==> config.mk <==
export PLATFORM = sky130hd
export DESIGN_NAME = housekeeping_tick_status_led_unit_flat
export DESIGN_NICKNAME = d
export VERILOG_FILES = /design/src/htsl_pkg.sv /design/src/htsl_if.sv /design/src/housekeeping_tick_status_led_unit.sv /design/src/flat_wrapper.sv
export SDC_FILE = /design/constraint.sdc
export NUM_CORES = 1
export LEC_CHECK = 0
export BUFFER_PORTS_ARGS = -buffer_cell sky130_fd_sc_hd__buf_2
export CAP_MARGIN = 40
export CORE_ASPECT_RATIO = 0.8
export CORE_MARGIN = 5
export CORE_UTILIZATION = 40
export CTS_BUF_LIST = sky130_fd_sc_hd__clkbuf_8
export DETAILED_ROUTE_END_ITERATION = 12
export GPL_TIMING_DRIVEN = 0
export PLACE_DENSITY_LB_ADDON = 0.05
export SLEW_MARGIN = 0
export SYNTH_ARGS = -nofsm -noshare
export SYNTH_HDL_FRONTEND = slang
export SYNTH_SLANG_ARGS = --single-unit
==> constraint.sdc <==
create_clock -name clk -period 8.1 [get_ports clk]
set_input_delay 1.215 -clock clk [delete_from_list [all_inputs] [get_ports clk]]
set_output_delay 1.215 -clock clk [all_outputs]
set_load 0.03 [all_outputs]
==> src/htsl_pkg.sv <==
// shared types and constants for the housekeeping tick and status led unit
`timescale 1ns / 1ps
package htsl_pkg;

  localparam int ELAPSED_BITS_DEF = 16;

  localparam int HOUR_W   = 5;
  localparam int FLAGS_W  = 5;
  localparam int COLOR_W  = 8;
  localparam int BRIGHT_W = 8;
  localparam int HEALTH_W = 16;

  localparam int CFG_INDEX_W = 3;
  localparam int CFG_DATA_W  = 16;

  localparam int PH_TEN_W     = 4;
  localparam int PH_MINUTE_W  = 7;
  localparam int PH_TEN_MIN_W = 11;

  localparam logic [PH_TEN_W-1:0]     PH_TEN_LAST     = PH_TEN_W'(9);
  localparam logic [PH_MINUTE_W-1:0]  PH_MINUTE_LAST  = PH_MINUTE_W'(119);
  localparam logic [PH_MINUTE_W-1:0]  PH_MINUTE_HALF  = PH_MINUTE_W'(60);
  localparam logic [PH_TEN_MIN_W-1:0] PH_TEN_MIN_LAST = PH_TEN_MIN_W'(1199);

  localparam logic [HOUR_W-1:0]   NIGHT_START_RST = HOUR_W'(22);
  localparam logic [HOUR_W-1:0]   NIGHT_END_RST   = HOUR_W'(6);
  localparam logic [BRIGHT_W-1:0] NIGHT_BRIGHT_RST = BRIGHT_W'(32);
  localparam logic [BRIGHT_W-1:0] DAY_BRIGHT_RST   = BRIGHT_W'(255);
  localparam logic [HEALTH_W-1:0] HEALTHY_RST      = HEALTH_W'(600);

  localparam logic [COLOR_W-1:0] LVL_FULL  = COLOR_W'(255);
  localparam logic [COLOR_W-1:0] LVL_AMBER = COLOR_W'(128);
  localparam logic [COLOR_W-1:0] LVL_GREEN = COLOR_W'(200);
  localparam logic [COLOR_W-1:0] LVL_OFF   = COLOR_W'(0);

  // status flag bit positions
  localparam int FLAG_MOTOR_ALARM   = 0;
  localparam int FLAG_WIND_OVERRIDE = 1;
  localparam int FLAG_TEMP_FAULT    = 2;
  localparam int FLAG_WIND_FAULT    = 3;
  localparam int FLAG_CALIBRATING   = 4;

  typedef enum logic [CFG_INDEX_W-1:0] {
    CFG_NIGHT_START  = 3'd0,
    CFG_NIGHT_END    = 3'd1,
    CFG_NIGHT_BRIGHT = 3'd2,
    CFG_DAY_BRIGHT   = 3'd3,
    CFG_HEALTHY      = 3'd4
  } cfg_idx_t;

  typedef struct packed {
    logic [HOUR_W-1:0]  hour_of_day;
    logic [FLAGS_W-1:0] status_flags;
  } tick_t;

  typedef struct packed {
    logic               heartbeat;
    logic [COLOR_W-1:0] red;
    logic [COLOR_W-1:0] green;
    logic [COLOR_W-1:0] blue;
    logic               uptime_strobe;
    logic               heap_report_strobe;
    logic               heap_check_strobe;
    logic               stack_sweep_strobe;
    logic               healthy_mark;
  } led_t;

endpackage

==> src/htsl_if.sv <==
// valid/ready channel interfaces for ticks, led results and register writes
`timescale 1ns / 1ps
interface htsl_tick_if;
  logic           valid;
  logic           ready;
  htsl_pkg::tick_t data;
  modport source (output valid, output data, input ready);
  modport sink   (input valid, input data, output ready);
endinterface

interface htsl_led_if;
  logic           valid;
  logic           ready;
  htsl_pkg::led_t data;
  modport source (output valid, output data, input ready);
  modport sink   (input valid, input data, output ready);
endinterface

interface htsl_cfg_if;
  logic                                valid;
  logic                                ready;
  logic [htsl_pkg::CFG_INDEX_W-1:0]    index;
  logic [htsl_pkg::CFG_DATA_W-1:0]     data;
  modport source (output valid, output index, output data, input ready);
  modport sink   (input valid, input index, input data, output ready);
endinterface

==> src/housekeeping_tick_status_led_unit.sv <==
// housekeeping tick unit: heartbeat, status colour, periodic strobes, healthy mark
// an accepted tick is registered in the tick stage, then in the result register that drives out
// throughput: one tick per cycle while out is not stalled, set by the tick stage and the colour stage
// an empty tick stage lets a new tick in while a finished beat waits on out
// reset clears all counters, the heartbeat and the healthy mark, and loads
// register defaults (night 22..6, brightness 32/255, healthy at 600 ticks)
`timescale 1ns / 1ps
module housekeeping_tick_status_led_unit #(
  parameter int ELAPSED_BITS = htsl_pkg::ELAPSED_BITS_DEF
) (
  input  logic       clk,
  input  logic       rst,
  htsl_tick_if.sink  tick_in,
  htsl_led_if.source led_out,
  htsl_cfg_if.sink   cfg
);
  import htsl_pkg::*;

  localparam int CMP_W = (ELAPSED_BITS > HEALTH_W) ? ELAPSED_BITS : HEALTH_W;

  typedef struct packed {
    logic [HOUR_W-1:0]  hour;
    logic [FLAGS_W-1:0] flags;
    logic               heartbeat;
    logic               uptime;
    logic               heap_report;
    logic               heap_check;
    logic               stack_sweep;
    logic               mark;
  } stage_t;

  // configuration registers
  logic [HOUR_W-1:0]   night_start_hour;
  logic [HOUR_W-1:0]   night_end_hour;
  logic [BRIGHT_W-1:0] night_brightness;
  logic [BRIGHT_W-1:0] day_brightness;
  logic [HEALTH_W-1:0] healthy_ticks;

  // tick state
  logic [PH_TEN_W-1:0]     phase_ten;
  logic [PH_MINUTE_W-1:0]  phase_minute;
  logic [PH_TEN_MIN_W-1:0] phase_ten_minutes;
  logic                    past_first_tick;
  logic [ELAPSED_BITS-1:0] elapsed_ticks;
  logic                    healthy_done;
  logic                    heartbeat_level;

  logic   s1_valid;
  stage_t s1;
  logic   out_valid;
  led_t   out_data;

  logic   tick_acc;
  logic   advance;
  logic   mark_now;
  logic   elapsed_below;
  stage_t s1_next;

  logic                night;
  logic [BRIGHT_W-1:0] dim;
  logic [COLOR_W-1:0]  base_r, base_g, base_b;
  logic [15:0]         prod_r, prod_g, prod_b;
  led_t                out_next;

  assign advance       = !out_valid || led_out.ready;
  assign tick_in.ready = !s1_valid || advance;
  assign tick_acc      = tick_in.valid && tick_in.ready;
  assign cfg.ready     = 1'b1;
  assign led_out.valid = out_valid;
  assign led_out.data  = out_data;

  always_comb begin
    elapsed_below = CMP_W'(elapsed_ticks) < CMP_W'(healthy_ticks);
    mark_now      = !healthy_done && !elapsed_below;
    s1_next.hour        = tick_in.data.hour_of_day;
    s1_next.flags       = tick_in.data.status_flags;
    s1_next.heartbeat   = !heartbeat_level;
    s1_next.uptime      = (phase_ten == '0);
    s1_next.heap_report = (phase_minute == '0);
    s1_next.heap_check  = (phase_minute == PH_MINUTE_HALF);
    s1_next.stack_sweep = past_first_tick && (phase_ten_minutes == '0);
    s1_next.mark        = mark_now;
  end

  // config writes
  always_ff @(posedge clk) begin
    if (rst) begin
      night_start_hour <= NIGHT_START_RST;
      night_end_hour   <= NIGHT_END_RST;
      night_brightness <= NIGHT_BRIGHT_RST;
      day_brightness   <= DAY_BRIGHT_RST;
      healthy_ticks    <= HEALTHY_RST;
    end else if (cfg.valid && cfg.ready) begin
      unique case (cfg.index)
        CFG_NIGHT_START:  night_start_hour <= cfg.data[HOUR_W-1:0];
        CFG_NIGHT_END:    night_end_hour   <= cfg.data[HOUR_W-1:0];
        CFG_NIGHT_BRIGHT: night_brightness <= cfg.data[BRIGHT_W-1:0];
        CFG_DAY_BRIGHT:   day_brightness   <= cfg.data[BRIGHT_W-1:0];
        CFG_HEALTHY:      healthy_ticks    <= cfg.data[HEALTH_W-1:0];
        default: ;
      endcase
    end
  end

  // tick stage: counters advance on each accepted beat
  always_ff @(posedge clk) begin
    if (rst) begin
      phase_ten         <= '0;
      phase_minute      <= '0;
      phase_ten_minutes <= '0;
      past_first_tick   <= 1'b0;
      elapsed_ticks     <= '0;
      healthy_done      <= 1'b0;
      heartbeat_level   <= 1'b0;
      s1_valid          <= 1'b0;
    end else begin
      if (tick_acc) begin
        phase_ten         <= (phase_ten >= PH_TEN_LAST) ? '0 : phase_ten + 1'b1;
        phase_minute      <= (phase_minute >= PH_MINUTE_LAST) ? '0 : phase_minute + 1'b1;
        phase_ten_minutes <= (phase_ten_minutes >= PH_TEN_MIN_LAST) ? '0
                             : phase_ten_minutes + 1'b1;
        past_first_tick   <= 1'b1;
        heartbeat_level   <= !heartbeat_level;
        if (mark_now) begin
          healthy_done <= 1'b1;
        end
        if (elapsed_below && (elapsed_ticks != '1)) begin
          elapsed_ticks <= elapsed_ticks + 1'b1;
        end
        s1_valid <= 1'b1;
      end else if (advance) begin
        s1_valid <= 1'b0;
      end
    end
  end

  always_ff @(posedge clk) begin
    if (tick_acc) begin
      s1 <= s1_next;
    end
  end

  // colour stage
  always_comb begin
    if (night_start_hour <= night_end_hour) begin
      night = (s1.hour >= night_start_hour) && (s1.hour < night_end_hour);
    end else begin
      night = (s1.hour >= night_start_hour) || (s1.hour < night_end_hour);
    end
    dim = night ? night_brightness : day_brightness;

    priority if (s1.flags[FLAG_MOTOR_ALARM] || s1.flags[FLAG_WIND_OVERRIDE]) begin
      base_r = LVL_FULL;  base_g = LVL_OFF;   base_b = LVL_OFF;
    end else if (s1.flags[FLAG_TEMP_FAULT] || s1.flags[FLAG_WIND_FAULT]) begin
      base_r = LVL_FULL;  base_g = LVL_AMBER; base_b = LVL_OFF;
    end else if (s1.flags[FLAG_CALIBRATING]) begin
      base_r = LVL_OFF;   base_g = LVL_OFF;   base_b = LVL_FULL;
    end else begin
      base_r = LVL_OFF;   base_g = LVL_GREEN; base_b = LVL_OFF;
    end

    prod_r = 16'(base_r) * 16'(dim);
    prod_g = 16'(base_g) * 16'(dim);
    prod_b = 16'(base_b) * 16'(dim);

    out_next.heartbeat          = s1.heartbeat;
    out_next.red                = prod_r[15:8];
    out_next.green              = prod_g[15:8];
    out_next.blue               = prod_b[15:8];
    out_next.uptime_strobe      = s1.uptime;
    out_next.heap_report_strobe = s1.heap_report;
    out_next.heap_check_strobe  = s1.heap_check;
    out_next.stack_sweep_strobe = s1.stack_sweep;
    out_next.healthy_mark       = s1.mark;
  end

  always_ff @(posedge clk) begin
    if (rst) begin
      out_valid <= 1'b0;
    end else if (advance) begin
      out_valid <= s1_valid;
    end
  end

  always_ff @(posedge clk) begin
    if (advance && s1_valid) begin
      out_data <= out_next;
    end
  end

  a_heartbeat_toggles: assert property (@(posedge clk) disable iff (rst)
    tick_acc |=> heartbeat_level != $past(heartbeat_level))
    else $error("heartbeat did not toggle on an accepted tick");

  a_phase_range: assert property (@(posedge clk) disable iff (rst)
    (phase_ten <= PH_TEN_LAST) && (phase_minute <= PH_MINUTE_LAST)
    && (phase_ten_minutes <= PH_TEN_MIN_LAST))
    else $error("phase counter out of range");

  a_healthy_sticky: assert property (@(posedge clk) disable iff (rst)
    healthy_done |=> healthy_done)
    else $error("healthy mark cleared without reset");

  a_elapsed_idle: assert property (@(posedge clk) disable iff (rst)
    !tick_acc |=> $stable(elapsed_ticks) && $stable(phase_ten))
    else $error("tick state moved without an accepted tick");

  a_mark_once: assert property (@(posedge clk) disable iff (rst)
    (tick_acc && mark_now) |=> healthy_done && !mark_now)
    else $error("healthy mark armed twice");

endmodule

==> src/flat_wrapper.sv <==
// flat-port wrapper written by rule: the top's interface ports become plain ports
module housekeeping_tick_status_led_unit_flat import htsl_pkg::*;
#(
  parameter int ELAPSED_BITS = htsl_pkg::ELAPSED_BITS_DEF
)
  (clk, rst, tick_in_valid, tick_in_data, tick_in_ready, led_out_valid, led_out_data, led_out_ready, cfg_valid, cfg_index, cfg_data, cfg_ready);
  htsl_tick_if tick_in_i ();
  htsl_led_if led_out_i ();
  htsl_cfg_if cfg_i ();
  input  logic clk;
  input  logic rst;
  input wire logic [$bits(tick_in_i.valid)-1:0] tick_in_valid;
  input wire logic [$bits(tick_in_i.data)-1:0] tick_in_data;
  output wire logic [$bits(tick_in_i.ready)-1:0] tick_in_ready;
  output wire logic [$bits(led_out_i.valid)-1:0] led_out_valid;
  output wire logic [$bits(led_out_i.data)-1:0] led_out_data;
  input wire logic [$bits(led_out_i.ready)-1:0] led_out_ready;
  input wire logic [$bits(cfg_i.valid)-1:0] cfg_valid;
  input wire logic [$bits(cfg_i.index)-1:0] cfg_index;
  input wire logic [$bits(cfg_i.data)-1:0] cfg_data;
  output wire logic [$bits(cfg_i.ready)-1:0] cfg_ready;
  assign tick_in_i.valid = tick_in_valid;
  assign tick_in_i.data = tick_in_data;
  assign tick_in_ready = tick_in_i.ready;
  assign led_out_valid = led_out_i.valid;
  assign led_out_data = led_out_i.data;
  assign led_out_i.ready = led_out_ready;
  assign cfg_i.valid = cfg_valid;
  assign cfg_i.index = cfg_index;
  assign cfg_i.data = cfg_data;
  assign cfg_ready = cfg_i.ready;
  housekeeping_tick_status_led_unit #(.ELAPSED_BITS(ELAPSED_BITS)) u_core (.clk(clk), .rst(rst), .tick_in(tick_in_i), .led_out(led_out_i), .cfg(cfg_i));
endmodule
==> results.json, run 1 <==
{
  "outcome": "finished, final reports clean",
  "critPathKind": "flip-flop to flip-flop",
  "holdWs_ns": 0.422,
  "cts_hold_buffers": 0,
  "dieArea_um2": 26400,
  "dr.pass1.iters": 5,
  "nNetsFinal": 1286,
  "dpl.hpwl_mm": 15.3,
  "drcViolationCount": 0,
  "max_cap_violations": 0,
  "relSlewSlack": 0.443,
  "crit_fanout": 10,
  "cts.htree.levels": 4,
  "grt_max_degree": 26,
  "dp_slack_ns": 1.45,
  "rows": 49,
  "critical_path_buf_inv_count": 4,
  "drt_iter0_drc": 288,
  "syn_to_final_growth_pct": 11.9,
  "initial_core_util": 0.410,
  "crit_family": "adder cells",
  "endpoint_kind": "flip-flop",
  "synth_seq_cells": 131,
  "final_area_um2": 10400,
  "dr_total_vias": 6724,
  "clkSinkCount": 131,
  "ys_top_cells_by_count": "inv_1 (135), ha_1 (133), nor2_1 (104), nand2_1 (96), dfxtp_1 (85)",
  "fmax_mhz": 152,
  "rsz0062_at_grt": "no",
  "synth_edf_count": 46,
  "gp_congestion": 0.793,
  "setup_tns_ns": 0,
  "netlist_instances": 1002,
  "required_ns": 8.30,
  "ys_seq_area_frac": 0.331,
  "die_w_um": 181,
  "postPlaceCellArea_um2": 10000,
  "grt_antenna_before_repair": 1,
  "cp_slowest_cell": "a311oi_1",
  "fin_crit_ns": 6.58,
  "arrival_ns": 6.78,
  "drive_above_1_share": 0.128,
  "cts_root_buffer": "clkbuf_8",
  "gr-total-overflow": 0,
  "fillers": 2297,
  "grtUsageTotal": 0.156,
  "power.density_nw_per_um2": 255,
  "worst_setup_path_start_kind": "flip-flop",
  "cts_tree": "yes",
  "finalMaxSlewViolations": 0,
  "setup_viol": 0,
  "totalWireLength_mm": 19.9,
  "clock_latency_ns": 0.45,
  "fin_skew_ns": 0.0168,
  "detail-route-antenna-nets": 0,
  "fin_crit_sh": 0.812,
  "critPathMaxStageDelay_ns": 0.67,
  "grt_pass1_wl_mm": 33.7,
  "hold_class": "flip-flop to flip-flop",
  "syn_area_um2": 9300,
  "ff2ff_setup_slack_ns": 1.52,
  "clk_pin_slew_ns": 0.08,
  "routedWlPerCell_um": 14.1,
  "avgSynthCellArea_um2": 9.28,
  "synthTopCellsByArea": "dfxtp_1 (18%), ha_1 (18%), edfxtp_1 (15%)",
  "yosysMostFrequentCell": "inv_1",
  "synthFlopType": "dfxtp_1",
  "yosys.area.top_type": "dfxtp_1",
  "synth_top_area_share": 0.183,
  "power_leakage_nw": 4.99,
  "syn-num-nets": 1202,
  "setup_ws_ns": 1.52,
  "synthArstFlopShare": 0,
  "crit_chain": "inv_1, ha_1, a21oi_1, a21boi_1, o32ai_2, maj3_4, buf_6, mux2i_1, nor2_1, ha_1, xnor2_1, inv_1, fa_1, inv_1, fa_1, fa_1, ha_1, o21ai_0, a311oi_1, o21a_1, nor2_1, xnor2_1",
  "yosys_warnings": 0,
  "die_h_um": 146,
  "cts_buffers": 17,
  "cts_setup_buffers": 0,
  "portBuffers": 64,
  "clk_path_buf_depth": 2,
  "avgViaCountPerCell": 4.78,
  "tightest_slew_ns": 0.829,
  "vdd_drop_max_mv": 0.459,
  "io_pins": 67,
  "grt_pass1_vias": 6673,
  "multi_input_area_um2": 5600,
  "regArea_um2": 3080,
  "core_area_um2": 22700,
  "hold_violations": 0,
  "cts_resized": 0,
  "ys_types": 71
}
==> worst reg2reg max path: cells and delay by family (launching register included) <==
| family | cells | cell delay (ns) |
|---|---|---|
| fa+ha+maj | 7 | 2.86 |
| compound gates | 6 | 1.60 |
| mux | 1 | 0.52 |
| buf+inv | 4 | 0.44 |
| xor+xnor | 2 | 0.43 |
| flops | 1 | 0.31 |
| simple gates | 2 | 0.18 |
==> layout make-up <==
| type | count | share of cell area |
|---|---|---|
| diodes | 1 | 0.000240 |
| clock inverters | 14 | 0.0121 |
| plain buffers | 25 | 0.0120 |
| repair buffers | 65 | 0.0327 |
| flip-flops and latches | 131 | 0.296 |
| multi-input cells | 711 | 0.537 |
| well taps | 306 | 0.0368 |
| clock buffers | 18 | 0.0238 |
| inverters | 135 | 0.0487 |
==> cell families (layout without fill, tap and decap cells) <==
logic type                 after synthesis  in the layout  share of synthesized area
adders and majority gates              167            167                      0.251
and+or+nand+nor                        326            326                      0.170
buffers and inverters                  160            257                     0.0679
AOI/OAI and AO/OA                      136            136                     0.0943
DFF                                    131            131                      0.331
xor gates and xnor gates                60             60                     0.0581
muxes                                   21             21                     0.0265
other                                    1              2                   0.000403
==> path summary, 6_finish.rpt <==
kind | start | endpoint | cells after the start
max | u_core.night_end_hour[3] | u_core.led_out.data[10] | 22
min | u_core.out_next[2] | u_core.led_out.data[2] | 0
max reg2reg | u_core.night_end_hour[3] | u_core.led_out.data[10] | 22
min reg2reg | u_core.out_next[2] | u_core.led_out.data[2] | 0
==> report_power, final <==
part	internal, mW	switching (mW)	total (mW)
Sequential	0.799	0.0200	0.819
Combinational	0.569	0.721	1.29
Clock	0.255	0.296	0.550
Total	1.62	1.04	2.66
==> through the flow <==
| stage | instances | utilization | power [mW] |
|---|---|---|---|
| 2_1_floorplan | 1002 | - | 1.87 |
| 3_3_place_gp | 1372 | 0.441 | 2.13 |
| 3_5_place_dp | 1373 | 0.442 | 2.13 |
| 4_1_cts | 1405 | 0.459 | 2.71 |
| 5_1_grt | 1406 | 0.459 | 2.92 |
| 6_report | 1406 | 0.459 | 2.66 |
==> metal layers <==
layer	up-vias	GRT usage	share of wire
met5	-	0	0
met4	0	0.0446	0.011
met3	10	0.0323	0.034
met2	86	0.226	0.40
met1	3082	0.234	0.55
li1	3546	-	-
==> flip-flops by register name, indices dropped and copies added, names as in the netlist, 6 cells and up <==
signal,cells
u_core.day_brightness,8
u_core.elapsed_ticks,16
u_core.healthy_ticks,16
u_core.led_out.data,30
u_core.night_brightness,8
u_core.out_next,6
u_core.phase_minute,7
u_core.phase_ten_minutes,11
u_core.s1,10
==> layout by cell type (no fill, tap or decap), drive strengths merged, types with 3 or more instances in the layout <==
master,n
o21ai,13
nand3b,13
mux2,7
dfxtp,85
ha,133
nand4,20
and2,6
o21a,11
a311o,3
inv,140
or2,5
or3,5
nor2b,9
nor3,13
fa,33
buf,73
nand2b,10
nand3,16
clkinv,8
nand2,97
edfxtp,46
a21o,18
o21bai,5
nor4,5
xnor2,37
a211o,4
a31oi,4
xor2,23
clkbuf,35
mux2i,14
and3,7
a21oi,64
nor2,109
No activity file was read; power rests on OpenSTA's default activity.
==> inputs of run 2 (changes only) <==
clock period = 6.2 ns   (was 8.1 ns; I/O delays follow)
==> results.json, run 2 (synthesized netlist as in run 1, its figures left out) <==
{
  "clock_latency_ns": 0.45,
  "r2r_cells": 23,
  "required_ns": 6.40,
  "die_w_um": 181,
  "grtUsageTotal": 0.157,
  "vdd_drop_max_mv": 0.600,
  "clk_path_buf_depth": 2,
  "cts_root_buffer": "clkbuf_8",
  "grt_pass1_vias": 6686,
  "worst_setup_path_start_kind": "flip-flop",
  "critical_path.most_common_cell": "ha_1",
  "power_leakage_nw": 5.07,
  "setup_viol": 0,
  "totalWireLength_mm": 20.2,
  "rows": 49,
  "dr.pass1.iters": 6,
  "final_common_cell": "inv_1",
  "setup_tns_ns": 0,
  "initial_core_util": 0.410,
  "max_cap_violations": 0,
  "crit_chain": "ha_1, nand2_1, o31a_1, maj3_4, buf_12, mux2i_4, nor2_1, inv_1, ha_1, xnor2_2, buf_4, fa_2, xor2_1, ha_1, inv_1, fa_1, inv_1, ha_1, or4_1, o21a_1, a21o_1, a21oi_1, xnor2_1",
  "crit_family": "adder cells",
  "fin_crit_ns": 5.99,
  "grt_max_degree": 26,
  "core_area_um2": 22700,
  "final_area_um2": 10600,
  "final_cell_mix": "inv_1 (134), ha_1 (131), nor2_1 (103), nand2_1 (96), dfxtp_1 (84)",
  "cts_hold_buffers": 0,
  "postPlaceCellArea_um2": 10000,
  "dr_total_vias": 6788,
  "largest_reg_flops": 30,
  "crit_fanout": 10,
  "relSlewSlack": 0.432,
  "worstHoldStart": "u_core.out_next[2]",
  "grt_pass1_wl_mm": 33.9,
  "gr-total-overflow": 0,
  "detail-route-antenna-nets": 0,
  "whs_path_depth": 0,
  "drcViolationCount": 0,
  "gp_congestion": 0.793,
  "fmax_mhz": 167,
  "setup_ws_ns": 0.213,
  "dp_slack_ns": -0.448,
  "critical_path_buf_inv_count": 5,
  "fin_skew_ns": 0.0187,
  "endpoint_kind": "flip-flop",
  "drive_above_1_share": 0.150,
  "hold_violations": 0,
  "cts_tree": "yes",
  "fin_crit_sh": 0.966,
  "rsz0062_at_grt": "yes",
  "cp_slowest_cell": "fa_1",
  "critPathMaxStageDelay_ns": 0.52,
  "syn_to_final_growth_pct": 14.2,
  "outcome": "finished, final reports clean",
  "nNetsFinal": 1294,
  "die_h_um": 146,
  "io_pins": 67,
  "cp-startpoint": "u_core.s1[15]",
  "r2r-start": "u_core.s1[15]",
  "arrival_ns": 6.18,
  "avgViaCountPerCell": 4.80,
  "tightest_slew_ns": 0.845,
  "dp_cells": 1373,
  "stdcell_count": 1414,
  "cts_buffers": 17,
  "hold_class": "flip-flop to flip-flop",
  "grt_antenna_before_repair": 1,
  "portBuffers": 64,
  "finalMaxSlewViolations": 0,
  "dieArea_um2": 26400,
  "clk_pin_slew_ns": 0.09,
  "final_util": 0.468,
  "cts.htree.levels": 4,
  "routedWlPerCell_um": 14.3,
  "critPathKind": "flip-flop to flip-flop",
  "power.density_nw_per_um2": 332,
  "dpl.hpwl_mm": 15.3,
  "clkSinkCount": 131,
  "drt_iter0_drc": 298,
  "cp.depth": 23
}
run 2: worst register-to-register path: cells and delay by family (launching register included):
kind | cells | cell delay (ns)
adders and majority gates | 7 | 2.52
AOI/OAI and AO/OA | 4 | 0.93
and+or+nand+nor | 3 | 0.72
buffers and inverters | 5 | 0.47
DFF | 1 | 0.45
xor gates and xnor gates | 3 | 0.42
muxes | 1 | 0.21
run 2: power by group:
part / internal [mW] / switching, mW
logic: 0.780 / 0.953
clock network: 0.333 / 0.389
registers: 1.04 / 0.0272
total: 2.16 / 1.37
run 2: what timing repair did:
action / CTS / global route
gates cloned: 0 / 0
pin swaps: 2 / 7
gates resized for setup: 10 / 17
endpoints found under the setup margin: 12 / 13
setup buffers: 2 / 6
run 2: final cells by class:
class / count / area (um2)
Timing Repair Buffer: 73 / 413
Tap cell: 306 / 383
Multi-Input combinational cell: 711 / 5730
Fill cell: 2277 / 12100
Clock inverter: 14 / 126
Clock buffer: 18 / 248
Sequential cell: 131 / 3080
Inverter: 135 / 507
Antenna cell: 1 / 2.50
Buffer: 25 / 134
run 2: final timing paths:
path                            slack [ns]                      end
worst max-delay path                  0.21  u_core.led_out.data[27]
worst min register to register        0.42   u_core.led_out.data[2]
worst min-delay path                  0.42   u_core.led_out.data[2]
worst max register to register        0.21  u_core.led_out.data[27]
run 2: metal layers:
layer	track usage	vias to the layer above	routed length (um)
met4	0.0446	0	210
met5	0	-	0
met3	0.0323	10	762
met1	0.234	3120	10900
li1	-	3564	-
met2	0.228	94	8270
run 2: through the flow:
step	hold WS, ns	total power [mW]
after global placement	0.401	2.78
after detailed placement	0.406	2.78
after CTS	0.425	3.56
final	0.422	3.53
after floorplan	0.400	2.45
after global routing	0.438	3.87
==> inputs of run 3 (changes only) <==
CELL_PAD_IN_SITES_DETAIL_PLACEMENT = 0   (was unset)
CELL_PAD_IN_SITES_GLOBAL_PLACEMENT = 2   (was unset)
GPL_ROUTABILITY_DRIVEN = 0   (was unset)
==> results.json, run 3 (synthesized netlist as in run 1, its figures left out) <==
{
  "r2r-start": "u_core.night_start_hour[3]",
  "r2r_end": "u_core.led_out.data[27]",
  "num_antenna_cells": 0,
  "regArea_um2": 3080,
  "final_common_cell": "inv_1",
  "dr.pass1.iters": 7,
  "die_h_um": 146,
  "critPathKind": "flip-flop to flip-flop",
  "grt_pass1_wl_mm": 34.2,
  "routedWlPerCell_um": 14.5,
  "fin_crit_ns": 5.97,
  "power_leakage_nw": 5.06,
  "r2r_cells": 24,
  "gr-total-overflow": 0,
  "final_cell_mix": "inv_1 (134), ha_1 (128), nor2_1 (101), nand2_1 (95), dfxtp_1 (85)",
  "power.density_nw_per_um2": 333,
  "tightest_slew_ns": 0.853,
  "cts_buffers": 17,
  "die_w_um": 181,
  "drcViolationCount": 0,
  "drive_above_1_share": 0.155,
  "endpoint_kind": "flip-flop",
  "postPlaceCellArea_um2": 10000,
  "avgViaCountPerCell": 4.78,
  "vdd_drop_max_mv": 0.680,
  "grt_pass1_vias": 6533,
  "fmax_mhz": 167,
  "grt_antenna_before_repair": 0,
  "clock_latency_ns": 0.46,
  "dieArea_um2": 26400,
  "io_pins": 67,
  "portBuffers": 64,
  "hold_class": "flip-flop to flip-flop",
  "cts_root_buffer": "clkbuf_8",
  "required_ns": 6.41,
  "clkSinkCount": 131,
  "setup_tns_ns": 0,
  "cts_tree": "yes",
  "dr_total_vias": 6758,
  "outcome": "finished, final reports clean",
  "setup_ws_ns": 0.226,
  "crit_fanout": 10,
  "cts.htree.levels": 4,
  "grt_max_degree": 26,
  "fin_crit_sh": 0.964,
  "hold_violations": 0,
  "grtUsageTotal": 0.160,
  "core_area_um2": 22700,
  "stdcell_count": 1414,
  "worst_setup_path_start_kind": "flip-flop",
  "detail-route-antenna-nets": 0,
  "rows": 49,
  "nNetsFinal": 1295,
  "worstHoldStart": "u_core.out_next[29]",
  "largest_reg_flops": 30,
  "final_area_um2": 10700,
  "clk_path_buf_depth": 2,
  "dp_cells": 1373,
  "final_util": 0.472,
  "setup_viol": 0,
  "cp-endpoint": "u_core.led_out.data[27]",
  "multi_input_area_um2": 5780,
  "fillers": 2249,
  "cp-startpoint": "u_core.night_start_hour[3]",
  "clk_pin_slew_ns": 0.09,
  "dpl.hpwl_mm": 16.0,
  "initial_core_util": 0.410,
  "finalMaxSlewViolations": 0,
  "syn_to_final_growth_pct": 15.1,
  "arrival_ns": 6.18,
  "max_cap_violations": 0,
  "drt_iter0_drc": 211,
  "totalWireLength_mm": 20.5,
  "ff2ff_setup_slack_ns": 0.23,
  "dp_slack_ns": -0.474,
  "fin_skew_ns": 0.0164,
  "relSlewSlack": 0.427,
  "cts_hold_buffers": 0,
  "rsz0062_at_grt": "yes"
}
[run 3: cell count changes in the layout (fill, tap and decap cells not counted), sizes merged]
cell      delta
bufinv       +1
inv          -2
buf          +1
clkinv       -3
clkinvlp     +4
diode        -1
[run 3: report_power, final]
part           total [mW]  switching, mW  internal (mW)
combinational        1.75          0.946          0.806
clock               0.746          0.375          0.371
sequential           1.07         0.0261           1.04
total                3.57           1.35           2.22
[run 3: critical path, stage by stage, from the launching register on]
cell and delay [ns]:
dfxtp_1 0.43, inv_1 0.07, ha_1 0.28, nand2_1 0.05, o31a_1 0.30, maj3_4 0.39, buf_12 0.17, mux2i_4 0.21
nor2_2 0.12, inv_1 0.05, ha_1 0.32, xnor2_2 0.16, buf_4 0.16, fa_1 0.51, xor2_1 0.19, ha_1 0.28
inv_1 0.05, fa_1 0.52, inv_1 0.04, ha_1 0.23, or4_1 0.52, o21a_1 0.23, a21o_1 0.22, a21oi_2 0.15
xnor2_1 0.07
[run 3: how the worst min path moves through the flow]
stage	slack [ns]	cells past startpoint	to
global placement	0.40	0	u_core.led_out.data[2]
finish	0.42	0	u_core.led_out.data[29]
floorplan	0.40	0	u_core.led_out.data[0]
detailed placement	0.41	0	u_core.led_out.data[0]
global route	0.43	0	u_core.led_out.data[29]
CTS	0.42	0	u_core.led_out.data[0]
[run 3: metrics by stage]
step	hold slack, ns	total power [mW]
global placement	0.401	2.78
global route	0.425	3.94
finish	0.418	3.57
detailed placement	0.405	2.78
CTS	0.420	3.58
floorplan	0.400	2.45
[run 3: what timing repair did]
item                                    in CTS  in global routing
pin swaps                                    2                 13
buffers inserted                             4                  5
endpoints found under the setup margin      13                 10
resized for setup                           13                 20
endpoints found under the hold margin        0                  0
[run 3: layout make-up]
type,count,share of cell area
Clock inverter,14,0.0144
Sequential cell,131,0.288
Timing Repair Buffer,74,0.0393
Inverter,135,0.0473
Tap cell,306,0.0358
Multi-Input combinational cell,711,0.540
Buffer,25,0.0125
Clock buffer,18,0.0231
[run 3: metal layers]
metal / vias to the layer above / wire length, um / GRT usage
met5: - / 0 / 0
met4: 0 / 159 / 0.0340
met3: 11 / 788 / 0.0363
met2: 88 / 8140 / 0.222
met1: 3088 / 11400 / 0.252
li1: 3571 / - / -
